<file path="src/rtl/core/tpi_pkg.sv">
// Package for the triangle/plane slicer: coordinate widths, payload structs,
// the edge job passed from front to back, and the back-end state codes.
// No dependencies.
`default_nettype none

package tpi_pkg;

  localparam int CW    = 32;          // coordinate width
  localparam int W     = CW + 1;      // width of a coordinate difference
  localparam int CNT_W = $clog2(W);

  localparam logic [1:0] EDGE_01 = 2'd0;
  localparam logic [1:0] EDGE_12 = 2'd1;
  localparam logic [1:0] EDGE_20 = 2'd2;

  typedef struct packed {
    logic signed [CW-1:0] v0_x;
    logic signed [CW-1:0] v0_y;
    logic signed [CW-1:0] v0_z;
    logic signed [CW-1:0] v1_x;
    logic signed [CW-1:0] v1_y;
    logic signed [CW-1:0] v1_z;
    logic signed [CW-1:0] v2_x;
    logic signed [CW-1:0] v2_y;
    logic signed [CW-1:0] v2_z;
  } tri_t;

  typedef struct packed {
    logic signed [CW-1:0] cut_x;
    logic signed [CW-1:0] cut_y;
    logic [1:0]           edge_index;
    logic                 last_of_triangle;
  } res_t;

  typedef struct packed {
    logic signed [CW-1:0] xa;
    logic signed [CW-1:0] ya;
    logic signed [W-1:0]  dx;
    logic signed [W-1:0]  dy;
    logic signed [W-1:0]  diff;
    logic signed [W-1:0]  dz;
    logic [1:0]           edge_index;
    logic                 last;
  } job_t;

  typedef enum logic [1:0] {
    BK_IDLE,
    BK_MUL,
    BK_DIV,
    BK_DONE
  } bk_state_t;

endpackage

`default_nettype wire

</file>
<file path="src/rtl/core/tpi_front.sv">
// Front end: takes triangles, finds the edges the plane cuts and issues one
// edge job per cycle into the job queue while the queue is not full.
// Depends on tpi_pkg.
`default_nettype none

module tpi_front
  import tpi_pkg::*;
(
  input  wire logic                 clk,
  input  wire logic                 rst_n,
  input  wire logic signed [CW-1:0] plane,
  input  wire logic                 in_push,
  output logic                      in_full,
  input  wire tri_t                 in_data,
  output logic                      job_push,
  input  wire logic                 job_full,
  output job_t                      job
);

  tri_t       tri_r;
  logic [2:0] mask_r, mask_nxt;
  logic [2:0] sel;
  logic [2:0] rest;
  logic [2:0] new_mask;
  logic       low0, low1, low2, accept;
  logic signed [CW-1:0] xa, ya, za, xb, yb, zb;

  assign low0 = in_data.v0_z <= plane;
  assign low1 = in_data.v1_z <= plane;
  assign low2 = in_data.v2_z <= plane;
  assign new_mask = {low2 != low0, low1 != low2, low0 != low1};

  // lowest pending edge goes first
  assign sel  = mask_r[0] ? 3'b001 : (mask_r[1] ? 3'b010 : 3'b100);
  assign rest = mask_r & ~sel;

  assign job_push = (mask_r != 3'b000) && !job_full;
  assign in_full  = (mask_r != 3'b000) && !(job_push && rest == 3'b000);
  assign accept   = in_push && !in_full;

  always_comb begin
    case (sel)
      3'b001: begin
        xa = tri_r.v0_x; ya = tri_r.v0_y; za = tri_r.v0_z;
        xb = tri_r.v1_x; yb = tri_r.v1_y; zb = tri_r.v1_z;
        job.edge_index = EDGE_01;
      end
      3'b010: begin
        xa = tri_r.v1_x; ya = tri_r.v1_y; za = tri_r.v1_z;
        xb = tri_r.v2_x; yb = tri_r.v2_y; zb = tri_r.v2_z;
        job.edge_index = EDGE_12;
      end
      default: begin
        xa = tri_r.v2_x; ya = tri_r.v2_y; za = tri_r.v2_z;
        xb = tri_r.v0_x; yb = tri_r.v0_y; zb = tri_r.v0_z;
        job.edge_index = EDGE_20;
      end
    endcase
    job.xa   = xa;
    job.ya   = ya;
    job.dx   = W'(xb) - W'(xa);
    job.dy   = W'(yb) - W'(ya);
    job.diff = W'(plane) - W'(za);
    job.dz   = W'(zb) - W'(za);
    job.last = (rest == 3'b000);
  end

  always_comb begin
    mask_nxt = mask_r;
    if (job_push) mask_nxt = rest;
    if (accept)   mask_nxt = new_mask;
  end

  always_ff @(posedge clk) begin
    if (!rst_n) begin
      mask_r <= 3'b000;
    end else begin
      mask_r <= mask_nxt;
    end
  end

  always_ff @(posedge clk) begin
    if (accept) tri_r <= in_data;
  end

  // a closed triangle is cut on an even number of edges
  a_even_cuts: assert property (@(posedge clk) disable iff (!rst_n)
    accept |=> ($countones(mask_r) == 0 || $countones(mask_r) == 2))
    else $error("odd number of cut edges");
  a_no_accept_with_two: assert property (@(posedge clk) disable iff (!rst_n)
    ($countones(mask_r) == 2) |-> !accept)
    else $error("triangle accepted while two edges pending");
  a_last_on_final: assert property (@(posedge clk) disable iff (!rst_n)
    (job_push && job.last) |-> ($countones(mask_r) == 1))
    else $error("last flag on a non-final edge");

endmodule

`default_nettype wire

</file>
<file path="config.mk">
export PLATFORM = sky130hd
export DESIGN_NAME = tpi_front
export DESIGN_NICKNAME = d
export VERILOG_FILES = /design/src/rtl/core/tpi_pkg.sv /design/src/rtl/core/tpi_front.sv
export SDC_FILE = /design/constraint.sdc
export NUM_CORES = 1
export LEC_CHECK = 0
export BUFFER_PORTS_ARGS = -buffer_cell sky130_fd_sc_hd__buf_2
export CAP_MARGIN = 10
export CORE_AREA = 2 2 202 204
export DETAILED_ROUTE_END_ITERATION = 10
export DIE_AREA = 0 0 204 206
export GPL_TIMING_DRIVEN = 0
export PLACE_DENSITY = 0.82
export SETUP_SLACK_MARGIN = 0.1
export SLEW_MARGIN = 20
export SYNTH_ARGS = -nofsm -noshare
export SYNTH_HDL_FRONTEND = slang
export SYNTH_SLANG_ARGS = --single-unit
</file>
<file path="constraint.sdc">
create_clock -name clk -period 21.1 [get_ports clk]
set_input_delay 1.055 -clock clk [delete_from_list [all_inputs] [get_ports clk]]
set_output_delay 1.055 -clock clk [all_outputs]
set_load 0.005 [all_outputs]
</file>
==> flow_metrics.env <==
export IMPL_fmax_mhz=102.6
export IMPL_grt_pass1_vias=20298
export IMPL_synthDistinctLibCells=91
export IMPL_cts_hold_fix_buffers=0
export IMPL_rsz0062_at_grt="no"
export IMPL_slew_limit_headroom_pct=27.38
export IMPL_drt_first_pass_iters=8
export IMPL_setup_tns_ns=0
export IMPL_grt_max_degree=61
export IMPL_syn_nets=2752
export IMPL_cts_made_buffers=36
export IMPL_grt_pass1_wl_um=115400
export IMPL_hold_viol=0
export IMPL_post_cts_buffers=0
export IMPL_hpwl_um=62180
export IMPL_syn_avg_cell_area_sq_um=9.976
export IMPL_synth_top_area_share_pct=39.00
export IMPL_pwr_density_cell_nw_per_um2=121.1
export IMPL_gp_routability_congestion=0.9958
export IMPL_setup_violations=0
export IMPL_clk_insertion_delay_late_ns=0.56
export IMPL_synth_cells=2223
export IMPL_fp_coreArea_sq_um=40180
export IMPL_num_vias=20739
export IMPL_fin_crit_sh_pct=46.17
export IMPL_finClkSkew_ns=0.01889
export IMPL_ioPinCount=525
export IMPL_drc=0
export IMPL_syn2layout_area_growth_pct=21.01
export IMPL_final_cell_mix="529 x buf_2, 288 x edfxtp_1, 229 x nand2_1, 203 x ha_1, 191 x mux2i_1"
export IMPL_ant_nets=0
export IMPL_die_area_sq_um=42020
export IMPL_layout_commonest_cell="buf_2"
export IMPL_htree_num_levels=2
export IMPL_critPathMaxFanout=10
export IMPL_synthArstFlopShare_pct=0
export IMPL_dp_slack_ns=12.11
export IMPL_wire_per_inst_um=23.45
export IMPL_rows=74
export IMPL_status="finished clean"
export IMPL_worstPathArrival_ns=8.69
export IMPL_peakVddDrop_mv=0.07066
export IMPL_clk_pin_slew_ns=0.06
export IMPL_yosys_top_cells_area="edfxtp_1 39%, ha_1 11%, mux2i_1 8.6%"
export IMPL_placed_cells=3280
export IMPL_clockBufferDepth=3
export IMPL_startpoint_type="flip-flop"
export IMPL_hold_path_class="flip-flop to flip-flop"
export IMPL_final_layout_size_suffix_gt1_share_pct=22.25
export IMPL_cts_sinks=291
export IMPL_final_cells=3375
export IMPL_period_needed_ns=9.742
export IMPL_syn_area_sq_um=22180
export IMPL_yosysWarnings=0
export IMPL_vias_per_cell=6.145
export IMPL_grt_overflow=0
export IMPL_io_buffers=520
export IMPL_worst_slack_ns=11.36
export IMPL_p_leak_nw=11.69
export IMPL_floorplan_initialDensity_pct=55.19
export IMPL_fin_nets=3315
export IMPL_post_cts_resized=0
export IMPL_drtIter0Drc=1921
export IMPL_root_buffer="clkbuf_16"
export IMPL_ys_flop_type="edfxtp_1"
export IMPL_critPathCaptureType="primary output"
export IMPL_nFillCells=3192
export IMPL_yosysTopAreaCell="edfxtp_1"
export IMPL_cts_tree="done"
export IMPL_grt_use_total_pct=36.07
export IMPL_critical_path_class="flip-flop to primary output"
export IMPL_cap_viol_max_count=0
export IMPL_antenna_found_initial=34
export IMPL_required_ns=20.05
export IMPL_routed_wl_um=79140
export IMPL_die_w_um=204
export IMPL_ys_seq_area_share_pct=39.27
export IMPL_synth_seq_cells=291
export IMPL_synth_edf_count=288
export IMPL_slew_viol_final=0
export IMPL_worst_pin_slew_ns=1.079
export IMPL_die_h_um=206
## metrics by stage
step | power (mW) | cell area, sq um | hold WS (ns) | utilization (%)
final | 3.250 | 26830 | 0.5659 | 66.78
after global routing | 3.420 | 26810 | 0.5988 | 66.71
after CTS | 3.218 | 26760 | 0.5587 | 66.59
after detailed placement | 2.569 | 25570 | 0.5516 | 63.63
after global placement | 2.555 | 25440 | 0.5306 | 63.32
after floorplan | 1.895 | 22180 | 0.4974 | -
## cell usage after synthesis, types with 19 or more instances
cell	number
edfxtp_1	288
nand2_1	229
ha_1	203
mux2i_1	191
o21ai_0	162
inv_1	150
a21oi_1	141
a21o_1	109
xnor2_1	90
nor2_1	84
o21a_1	84
clkbuf_1	45
xor2_1	44
nor2b_1	37
nand2b_1	30
nand4_1	28
buf_1	19
nand3_1	19
o211ai_1	19
## critical path, cell delays in order (launching register included)
cell and delay, ns:
dfxtp_1 0.40, buf_4 0.24, buf_2 0.29, buf_2 0.30
buf_2 0.32, clkbuf_1 0.67, clkbuf_1 0.60, clkbuf_1 0.63
clkbuf_1 0.65, nor2_1 0.12, a21oi_1 0.19, ha_1 0.32
inv_1 0.09, fa_1 0.43, a21o_1 0.21, a21oi_1 0.26
o21bai_1 0.11, a21oi_1 0.24, o21bai_1 0.12, a21oi_1 0.42
o21ai_0 0.25, o311ai_0 0.46, nand3_1 0.13, a31oi_1 0.28
a2bb2oi_1 0.20, buf_2 0.16
## where the power goes
part	internal [mW]	total, mW	switching [mW]
clock	0.380	0.641	0.261
sequential	0.721	0.762	0.0415
combinational	0.772	1.85	1.07
## cells by family (layout without fill, tap and decap cells)
kind of cell | after synthesis | after routing | synth area share [%]
AO/OA/AOI/OAI | 657 | 657 | 19.63
AND/OR/NAND/NOR | 493 | 493 | 10.33
flip-flops | 291 | 291 | 39.27
buffers and inverters | 228 | 818 | 4.028
adder cells (fa/ha/maj) | 219 | 219 | 12.27
multiplexers | 201 | 201 | 9.191
XOR/XNOR | 134 | 134 | 5.292
other | 0 | 30 | 0
## sequential cells by signal, indices dropped and copies added, names as in the netlist
signal  flops
mask_r      3
tri_r     288
## path summary, 6_finish.rpt
path                  start        end  slack [ns]  cells past startpoint
setup reg to reg  mask_r[0]  mask_r[1]       16.51                     10
hold / removal    mask_r[2]  mask_r[2]        0.57                      2
setup / recovery  mask_r[0]   job[101]       11.36                     25
hold reg to reg   mask_r[2]  mask_r[2]        0.57                      2
## layout make-up
class | count | area, sq um | share of cell area, %
plain buffers | 77 | 326.6 | 1.217
clock inverters | 21 | 207.7 | 0.7740
well taps | 532 | 665.6 | 2.481
multi-input cells | 1704 | 12580 | 46.87
diodes | 30 | 75.07 | 0.2798
clock buffers | 44 | 982.2 | 3.660
inverters | 151 | 566.8 | 2.112
flip-flops and latches | 291 | 8708 | 32.45
repair buffers | 525 | 2725 | 10.16
## layer usage
metal,vias up,part of all wire (%),GRT usage (%)
li1,9398,-,-
met1,9878,38,42.74
met2,1182,47,60.62
met3,265,9.2,8.310
met4,16,5.9,20.24
met5,-,0.14,0
(Power assumes the default switching activity.)
