<file path="src/rtl/core/tpi_pkg.sv">
// Package for the triangle/plane slicer: coordinate widths, payload structs,
// the edge job passed from front to back, and the back-end state codes.
// No dependencies.
`default_nettype none

package tpi_pkg;

  localparam int CW    = 32;          // coordinate width
  localparam int W     = CW + 1;      // width of a coordinate difference
  localparam int CNT_W = $clog2(W);

  localparam logic [1:0] EDGE_01 = 2'd0;
  localparam logic [1:0] EDGE_12 = 2'd1;
  localparam logic [1:0] EDGE_20 = 2'd2;

  typedef struct packed {
    logic signed [CW-1:0] v0_x;
    logic signed [CW-1:0] v0_y;
    logic signed [CW-1:0] v0_z;
    logic signed [CW-1:0] v1_x;
    logic signed [CW-1:0] v1_y;
    logic signed [CW-1:0] v1_z;
    logic signed [CW-1:0] v2_x;
    logic signed [CW-1:0] v2_y;
    logic signed [CW-1:0] v2_z;
  } tri_t;

  typedef struct packed {
    logic signed [CW-1:0] cut_x;
    logic signed [CW-1:0] cut_y;
    logic [1:0]           edge_index;
    logic                 last_of_triangle;
  } res_t;

  typedef struct packed {
    logic signed [CW-1:0] xa;
    logic signed [CW-1:0] ya;
    logic signed [W-1:0]  dx;
    logic signed [W-1:0]  dy;
    logic signed [W-1:0]  diff;
    logic signed [W-1:0]  dz;
    logic [1:0]           edge_index;
    logic                 last;
  } job_t;

  typedef enum logic [1:0] {
    BK_IDLE,
    BK_MUL,
    BK_DIV,
    BK_DONE
  } bk_state_t;

endpackage

`default_nettype wire

</file>
<file path="src/rtl/core/tpi_queue.sv">
// Four-entry queue of edge jobs between the front and back ends.
// Depends on tpi_pkg.
`default_nettype none

module tpi_queue
  import tpi_pkg::*;
(
  input  wire logic clk,
  input  wire logic rst_n,
  input  wire logic wr_en,
  input  wire job_t din,
  output logic      full,
  input  wire logic rd_en,
  output job_t      dout,
  output logic      empty
);

  localparam int DEPTH = 4;
  localparam int AW    = $clog2(DEPTH);

  job_t          mem [DEPTH];
  logic [AW-1:0] wr_ptr_r, rd_ptr_r;
  logic [AW:0]   count_r;
  logic          do_wr, do_rd;

  assign full  = count_r == (AW+1)'(DEPTH);
  assign empty = count_r == '0;
  assign do_wr = wr_en && !full;
  assign do_rd = rd_en && !empty;
  assign dout  = mem[rd_ptr_r];

  always_ff @(posedge clk) begin
    if (do_wr) mem[wr_ptr_r] <= din;
  end

  always_ff @(posedge clk) begin
    if (!rst_n) begin
      wr_ptr_r <= '0;
      rd_ptr_r <= '0;
      count_r  <= '0;
    end else begin
      if (do_wr) wr_ptr_r <= wr_ptr_r + 1'b1;
      if (do_rd) rd_ptr_r <= rd_ptr_r + 1'b1;
      if (do_wr && !do_rd)      count_r <= count_r + 1'b1;
      else if (do_rd && !do_wr) count_r <= count_r - 1'b1;
    end
  end

  a_count_bound: assert property (@(posedge clk) disable iff (!rst_n)
    count_r <= (AW+1)'(DEPTH))
    else $error("queue count overflow");
  a_ptr_gap: assert property (@(posedge clk) disable iff (!rst_n)
    (wr_ptr_r - rd_ptr_r) == count_r[AW-1:0])
    else $error("queue pointers disagree with count");
  a_full_blocks: assert property (@(posedge clk) disable iff (!rst_n)
    full |=> (count_r == (AW+1)'(DEPTH)) || $past(do_rd))
    else $error("queue changed while full without a read");

endmodule

`default_nettype wire

</file>
<file path="config.mk">
export PLATFORM = sky130hd
export DESIGN_NAME = tpi_queue
export DESIGN_NICKNAME = d
export VERILOG_FILES = /design/src/rtl/core/tpi_pkg.sv /design/src/rtl/core/tpi_queue.sv
export SDC_FILE = /design/constraint.sdc
export NUM_CORES = 1
export LEC_CHECK = 0
export ABC_AREA = 1
export BUFFER_PORTS_ARGS = -buffer_cell sky130_fd_sc_hd__buf_2
export CELL_PAD_IN_SITES_DETAIL_PLACEMENT = 1
export CELL_PAD_IN_SITES_GLOBAL_PLACEMENT = 1
export CORE_AREA = 2 2 309 342
export DETAILED_ROUTE_END_ITERATION = 8
export DIE_AREA = 0 0 311 344
export PLACE_DENSITY_LB_ADDON = 0.1
export SYNTH_ARGS = -nofsm -noshare
export SYNTH_HDL_FRONTEND = slang
export SYNTH_SLANG_ARGS = --single-unit
</file>
<file path="constraint.sdc">
create_clock -name clk -period 16.6 [get_ports clk]
set_clock_uncertainty 0.05 [all_clocks]
set_input_delay 2.49 -clock clk [delete_from_list [all_inputs] [get_ports clk]]
set_output_delay 2.49 -clock clk [all_outputs]
set_load 0.05 [all_outputs]
</file>
==> flow_results.org, run 1 <==
** CTS
- Clock sinks :: 805
- Cts hold-fix bufs :: 0
- Latest clock arrival within the worst-skew pair :: 0.65 ns
- Buffer cell driving the clock tree root :: clkbuf_16
- After clock tree synthesis, the clock-pin slew on the worst setup and hold paths is 0.06 ns.
- In this run the post-CTS setup repair buffer count came out at 0.
- H-tree levels :: 3
- Post-cts sizing count :: 0
- Clock tree from TritonCTS :: done
- CTS buffer count :: 92
- Counting along the longest clock path gives a buffer depth of 3.

** Synth
- Synthesis produced 1994 cells.
- Number of library cell types mapped by synthesis :: 19
- Cell area after synthesis :: 29800 sq um
- Yosys reg bits :: 805
- Mean area per synthesized cell :: 15.0 sq um
- Mapped Nets :: 2203
- Yosys printed 0 warnings.
- For this run, the register share of the synthesized area comes to 0.807.

** Floorplanning
- Height of the die :: 344 microns
- Horizontal extent of the die :: 311 microns
- Number of ports placed on the die boundary :: 404
- For this configuration, the core starts out at a cell density of 0.289.
- The initialized floorplan defines 124 standard-cell rows.
- In this run the standard cell core region covers 103000 sq um.
- The die covers 107000 sq um.

** Routing
- Across all layers, the routed design uses 18100 vias.
- Drt total wl :: 84.4 mm
- Number of detailed-routing iterations run before antenna repair :: 5
- The detailed router put a total of 36.6 mm of wire on met1.
- After detailed routing, the number of vias per cell comes to 4.73.
- The detailed router used layers up to and including met5.
- In the routed design, unresolved DRC markers number 0.
- Routed length on met2 :: 40.3 mm
- Initial DRC Count :: 993
- Routed len/inst :: 22.0 microns
- Detail Route Antenna Nets :: 0
- Routed wire length on met3 :: 5.57 mm

** Layout
- Leading cell types in the layout, fill and taps excluded :: edfxtp_1, nor2_1, buf_2
- In the final layout, the share of cells above drive strength 1 is 0.224.
- Number of nets in the layout :: 2594
- The area growth from synthesis to layout is 20.2%.
- The library cell used most frequently in the layout, excluding fill and tap cells, is edfxtp_1.

** STA
- Minimum period implied by the final worst setup slack :: 7.01 ns
- Slew at the pin closest to its max-slew limit :: 1.08 ns
- Maximum clock frequency :: 143 MHz
- Setup violations remaining at the end of the flow were counted as 0.
- Hold Violations, Final :: 0
- Total negative slack for setup checks :: 0 ns
- Worst rel slew slack :: 0.281
- The final-report max-slew violation count is 0.
- Share of the cycle needed by the critical path after routing :: 0.423
- After layout, the worst setup slack is 9.59 ns.
- Setup repair after global routing left no endpoint under its margin.

** Pwr
- The share of total power dissipated in combinational logic is 0.317.
- Worst vdd ir :: 102 uV
- Clock power frac :: 0.289
- Leakage power summed over all cells :: 12.2 nW
- Internal power comes to 0.00393 W.
- Switching power as a share of total power :: 0.389
- Net Switching :: 0.00250 W
- Power Density :: 180 nW/um^2
- Of the total power, registers draw 0.395.

** Placed design
- In this run the tool buffered the top-level ports with 403 buffer cells.
- The congestion estimate from routability-driven global placement came to 0.728.
- OpenSTA, run right after detailed placement, puts the worst setup slack at 10.18 ns.
- The wire-length estimate of the detail-placed layout is 48.0 mm.

** Worst setup path
- Count of buffer and inverter cells on the critical path :: 4
- At the worst endpoint, the required time is 14.06 ns.
- The worst setup path is of the reg2out kind.
- Slowest stage cell, crit path :: buf_4
- STA classifies the critical path startpoint as a flop.
- Dominant delay contributor by cell family on the critical path :: buffers and inverters
- The number of cells on the worst reg-to-reg path is 6.
- Largest fanout on the critical path :: 146
- Crit. path cell count :: 6
- Counting stages on the worst path, the most repeated cell is buf_4.
- On the worst path, the slowest cell contributes a delay of 0.85 ns.
- Arrival time reported for the critical path endpoint :: 4.47 ns
- The worst setup path is captured at a primary output.
- Worst reg2reg startpoint :: count_r[0]
- Reg2Reg Capture Point :: mem[3][153]
- Cells along the critical path :: inv_8, buf_4, buf_4, o21ai_0, o22ai_1, buf_2
- In this run the register-to-register setup slack is 12.71 ns.
- In this run the worst setup path terminates at dout[99].

** Worst hold path
- The path class of the tightest hold or removal check is reg2reg.
- Hold Path Depth :: 2
- The startpoint identified for the worst hold timing path is rd_ptr_r[1].

** Status
- The flow ran to the end, and the final reports show no timing, DRC or antenna violations.

** GRT
- Entering global routing, the biggest net connects 147 pins.
- First-pass GRT wire length :: 125 mm
- The number of global-route vias before repair came to 19100.
- Total gr overflow :: 0
- In the global route stage, overall resource usage came out at 0.155.
- The initial antenna violation count is 34.

** Flow run
- Across the run, the number of max-cap violations was 0.
-- metrics by stage --
stage | cell area, sq um | util | instances | hold slack (ns) | total power, W
5_1_grt | 35800 | 0.347 | 3833 | 0.480 | 0.00675
6_report | 35800 | 0.347 | 3835 | 0.453 | 0.00644
4_1_cts | 35800 | 0.347 | 3829 | 0.456 | 0.00656
3_5_place_dp | 33100 | 0.321 | 3677 | 0.446 | 0.00467
2_1_floorplan | 29800 | - | 1994 | 0.415 | 0.00411
3_3_place_gp | 33100 | 0.321 | 3677 | 0.435 | 0.00464
-- state kept, by name (all words and copies together) (netlist names), named ones only --
| name | count |
|---|---|
| mem | 796 |
| wr_ptr_r | 2 |
| rd_ptr_r | 2 |
| count_r | 3 |
-- cell families (layout without fill, tap and decap cells) --
group | Yosys count | count (layout) | share of synthesized area
DFF | 805 | 805 | 0.807
AOI/OAI and AO/OA | 601 | 601 | 0.109
and+or+nand+nor | 432 | 432 | 0.0547
buffers and inverters | 149 | 598 | 0.0257
adders and majority gates | 6 | 6 | 0.00277
xor gates and xnor gates | 1 | 1 | 0.000294
other | 0 | 6 | 0
-- per-layer routing --
metal,vias up,track usage
met3,153,0.0478
met4,38,0.0465
met1,9207,0.196
li1,8328,-
met2,410,0.255
met5,-,0
-- power groups by stage --
stage	clock network, W	logic (W)	registers (W)
floorplan	0	0.00149	0.00261
global placement	0	0.00206	0.00258
detailed placement	0	0.00209	0.00259
CTS	0.00193	0.00209	0.00255
global route	0.00200	0.00219	0.00256
finish	0.00186	0.00204	0.00254
-- final cells by class --
class | count | area [sq um]
Sequential cell | 805 | 24100
Tap cell | 1386 | 1730
Multi-Input combinational cell | 1040 | 5010
Inverter | 18 | 80.1
Fill cell | 10900 | 67500
Clock buffer | 120 | 2470
Antenna cell | 6 | 15.0
Timing Repair Buffer | 428 | 2220
Clock inverter | 32 | 223
-- worst min path at each step --
| stage | end | slack [ns] |
|---|---|---|
| after CTS | flop | 0.46 |
| after floorplan | flop | 0.41 |
| after global routing | flop | 0.48 |
| after global placement | flop | 0.43 |
| after detailed placement | flop | 0.45 |
| final | flop | 0.45 |
-- synth_stat cells --
master	instances	area [sq um]
a21oi_1	3	15.0
buf_2	16	80.1
buf_4	18	135
buf_6	16	180
clkbuf_1	81	304
dfxtp_1	9	180
edfxtp_1	796	23900
fa_1	1	20.0
ha_1	5	62.6
inv_1	16	60.1
inv_2	2	7.51
nand2_1	15	56.3
nand3_1	4	20.0
nand3b_1	1	7.51
nor2_1	412	1550
o21ai_0	377	1890
o21ai_1	22	110
o22ai_1	199	1240
xor2_1	1	8.76
-- worst register-to-register path: stages, from the launching register on --
cell and delay, ns:
dfxtp_1 0.39, nor2_1 0.08, nand2_1 0.16, nand2_1 0.29, nor2_4 0.86, buf_12 0.66
buf_4 0.96
Note: power is estimated with default switching activity, not from simulation.
==> run 2: changes to the inputs <==
Clock period 16.6 ns to 7 ns, I/O delays scaled along.
==> flow_results.org, run 2 (same netlist as run 1, synthesis figures left out) <==
** Status
- The run finished with clean final reports.

** Worst setup path
- The kind of cell with the highest combined delay along the critical path is buffers and inverters.
- Setup crit start kind :: flop
- Together, buffers and inverters on the worst path number 3.
- On the worst path, the slowest cell contributes a delay of 0.72 ns.
- STA classifies the critical path endpoint as a primary output.
- Critical Path RT :: 5.90 ns
- In this run the worst path has a maximum fanout of 162.
- Data on the critical path arrives at its endpoint at 3.48 ns.
- Traced cell by cell, the critical path runs through inv_8, buf_12, o21ai_0, o22ai_1, buf_2.
- The slowest stage of the critical path is the inv_8 cell.
- Type of the worst setup path :: reg2out

** CTS
- Once the clock tree was built, the resizer swapped 0 gates to a different size.
- Clock latency on the worst-skew pair, taken at its later pin, is 0.67 ns.
- The clock net in this run drives a total of 805 sinks.
- H-tree levels :: 3
- CTS buffer count :: 93
- No sink is reached through more buffers than the 3 on the longest clock path.
- Clock-pin slew was measured on the worst setup and hold paths at 0.05 ns.
- The number of setup buffers added after CTS is 0.
- For this design, the CTS-stage hold fixing added 0 buffers.
- The tree is rooted in a clkbuf_16.
- Clock tree from TritonCTS :: done

** Worst hold path
- The tightest min-delay check is of the reg2reg type.

** Floorplanning
- The die is 344 microns tall.
- Number of ports placed on the die boundary :: 404
- Die area :: 107000 sq um
- Horizontal extent of the die :: 311 microns
- After floorplanning, the core was divided into 124 placement rows.
- Placeable Area :: 103000 sq um
- For this configuration, the core starts out at a cell density of 0.289.

** STA
- The tightest hold path in the finished design has a slack of 0.462 ns.
- Dividing the final minimum period by the clock period gives 0.654.
- Final Setup Violations :: 0
- Worst setup slack after layout :: 2.42 ns
- Timing would allow up to 219 MHz.
- Worst rel slew slack :: 0.281
- Subtracting the final worst setup slack from the clock period gives 4.58 ns.
- Slew at the pin closest to its max-slew limit :: 1.08 ns
- Hold Violations, Final :: 0
- The final-report max-slew violation count was 0.
- Setup repair after global routing left no endpoint under its margin.

** Layout
- After the flow finishes, the layout carries non-filler instances totaling 3840.
- The final layout contains 2587 nets.
- Number of flip-flops in the largest register :: 796
- The register with the most flip-flops in the final layout is mem.
- The area growth from synthesis to layout is 21.0%.
- The top cell types in the final layout, fill and taps aside, are edfxtp_1, nor2_1, buf_2.
- Leading registers by flop count :: mem (796), count_r (3)
- The finished cells cover 36100 sq um.
- Layout cells sized above 1 :: 0.225
- The library cell used most frequently in the layout, excluding fill and tap cells, is edfxtp_1.
- At the end of the flow the core is filled with cells to 0.349.

** Pwr
- Switching power as a share of total power :: 0.388
- Internal power consumption :: 0.00949 W
- For this design the ratio of total power to cell area is 430 nW/um^2.
- In this run the static leakage power is 12.3 nW.
- Worst vdd ir :: 260 uV
- Of the total power, registers draw 0.388.
- Clock power frac :: 0.299
- Combinational fraction of design power :: 0.314
- Net Switching :: 0.00602 W

** Routing
- Initial DRC Count :: 1010
- After detailed routing, the average wire length per cell comes to 22.0 microns.
- Detail Route Antenna Nets :: 0
- Drt total wl :: 84.5 mm
- Via total after detailed routing :: 18000
- Number of detailed-routing iterations run before antenna repair :: 4
- Average via count per standard cell :: 4.69
- DRC violation count after routing :: 0

** Placed design
- Count of buffers from port buffering :: 403
- Summing all placed instances gives a cell area of 33200 sq um.
- The wire-length estimate of the detail-placed layout is 46.1 mm.
- Counting tap cells, the placed design contains a total of 3669 instances.
- At the end of routability-driven placement, the weighted congestion stood at 0.706.
- Setup slack after placement :: 2.96 ns

** GRT
- The number of global-route vias before repair is 19200.
- Antenna violations before repair :: 31
- For this run, the total global-route usage over all layers was measured as 0.155.
- The first global-routing pass estimated 125 mm of wire.
- Total gr overflow :: 0
- Entering global routing, the biggest net connects 185 pins.

** Flow run
- Number of max-capacitance violations reported :: 0
## run 2: layer usage
metal	track usage	routed length, microns	vias to the layer above
li1	-	-	8342
met1	0.189	36000	9147
met2	0.265	41500	369
met3	0.0477	5150	136
met4	0.0465	1680	34
met5	0	217	-
## run 2: stage by stage
step                setup TNS, ns  total power, W
global placement                0          0.0111
CTS                             0          0.0158
detailed placement              0          0.0111
floorplan                -2564.71         0.00974
finish                          0          0.0155
global route                    0          0.0163
## run 2: area by class of cell
cell class / instances / area (sq um)
diodes: 4 / 10.0
inverters: 18 / 80.1
fillers: 10900 / 67200
clock buffers: 114 / 2410
clock inverters: 53 / 477
well taps: 1386 / 1730
flip-flops and latches: 805 / 24100
multi-input cells: 1040 / 5010
repair buffers: 420 / 2290
## run 2: power by group through the flow
stage | Sequential, W | Clock (W) | Combinational (W)
final | 0.00601 | 0.00463 | 0.00487
after global routing | 0.00606 | 0.00497 | 0.00523
after CTS | 0.00602 | 0.00481 | 0.00501
after detailed placement | 0.00612 | 0 | 0.00500
after global placement | 0.00610 | 0 | 0.00496
after floorplan | 0.00620 | 0 | 0.00354
## run 2: worst reg2reg max path, cell delays in order, from the launching register on
cell     delay [ns]
dfxtp_1        0.39
nor2_1         0.09
nand2_1        0.13
nand2_1        0.28
nor2_4         0.91
buf_12         0.51
## run 2: final timing paths
kind	cells past startpoint	to	slack (ns)	start
hold / removal	2	rd_ptr_r[0]	0.46	rd_ptr_r[0]
setup / recovery	5	dout[12]	2.42	flop
setup reg to reg	5	mem[1][110]	4.06	count_r[0]
hold reg to reg	2	rd_ptr_r[0]	0.46	rd_ptr_r[0]
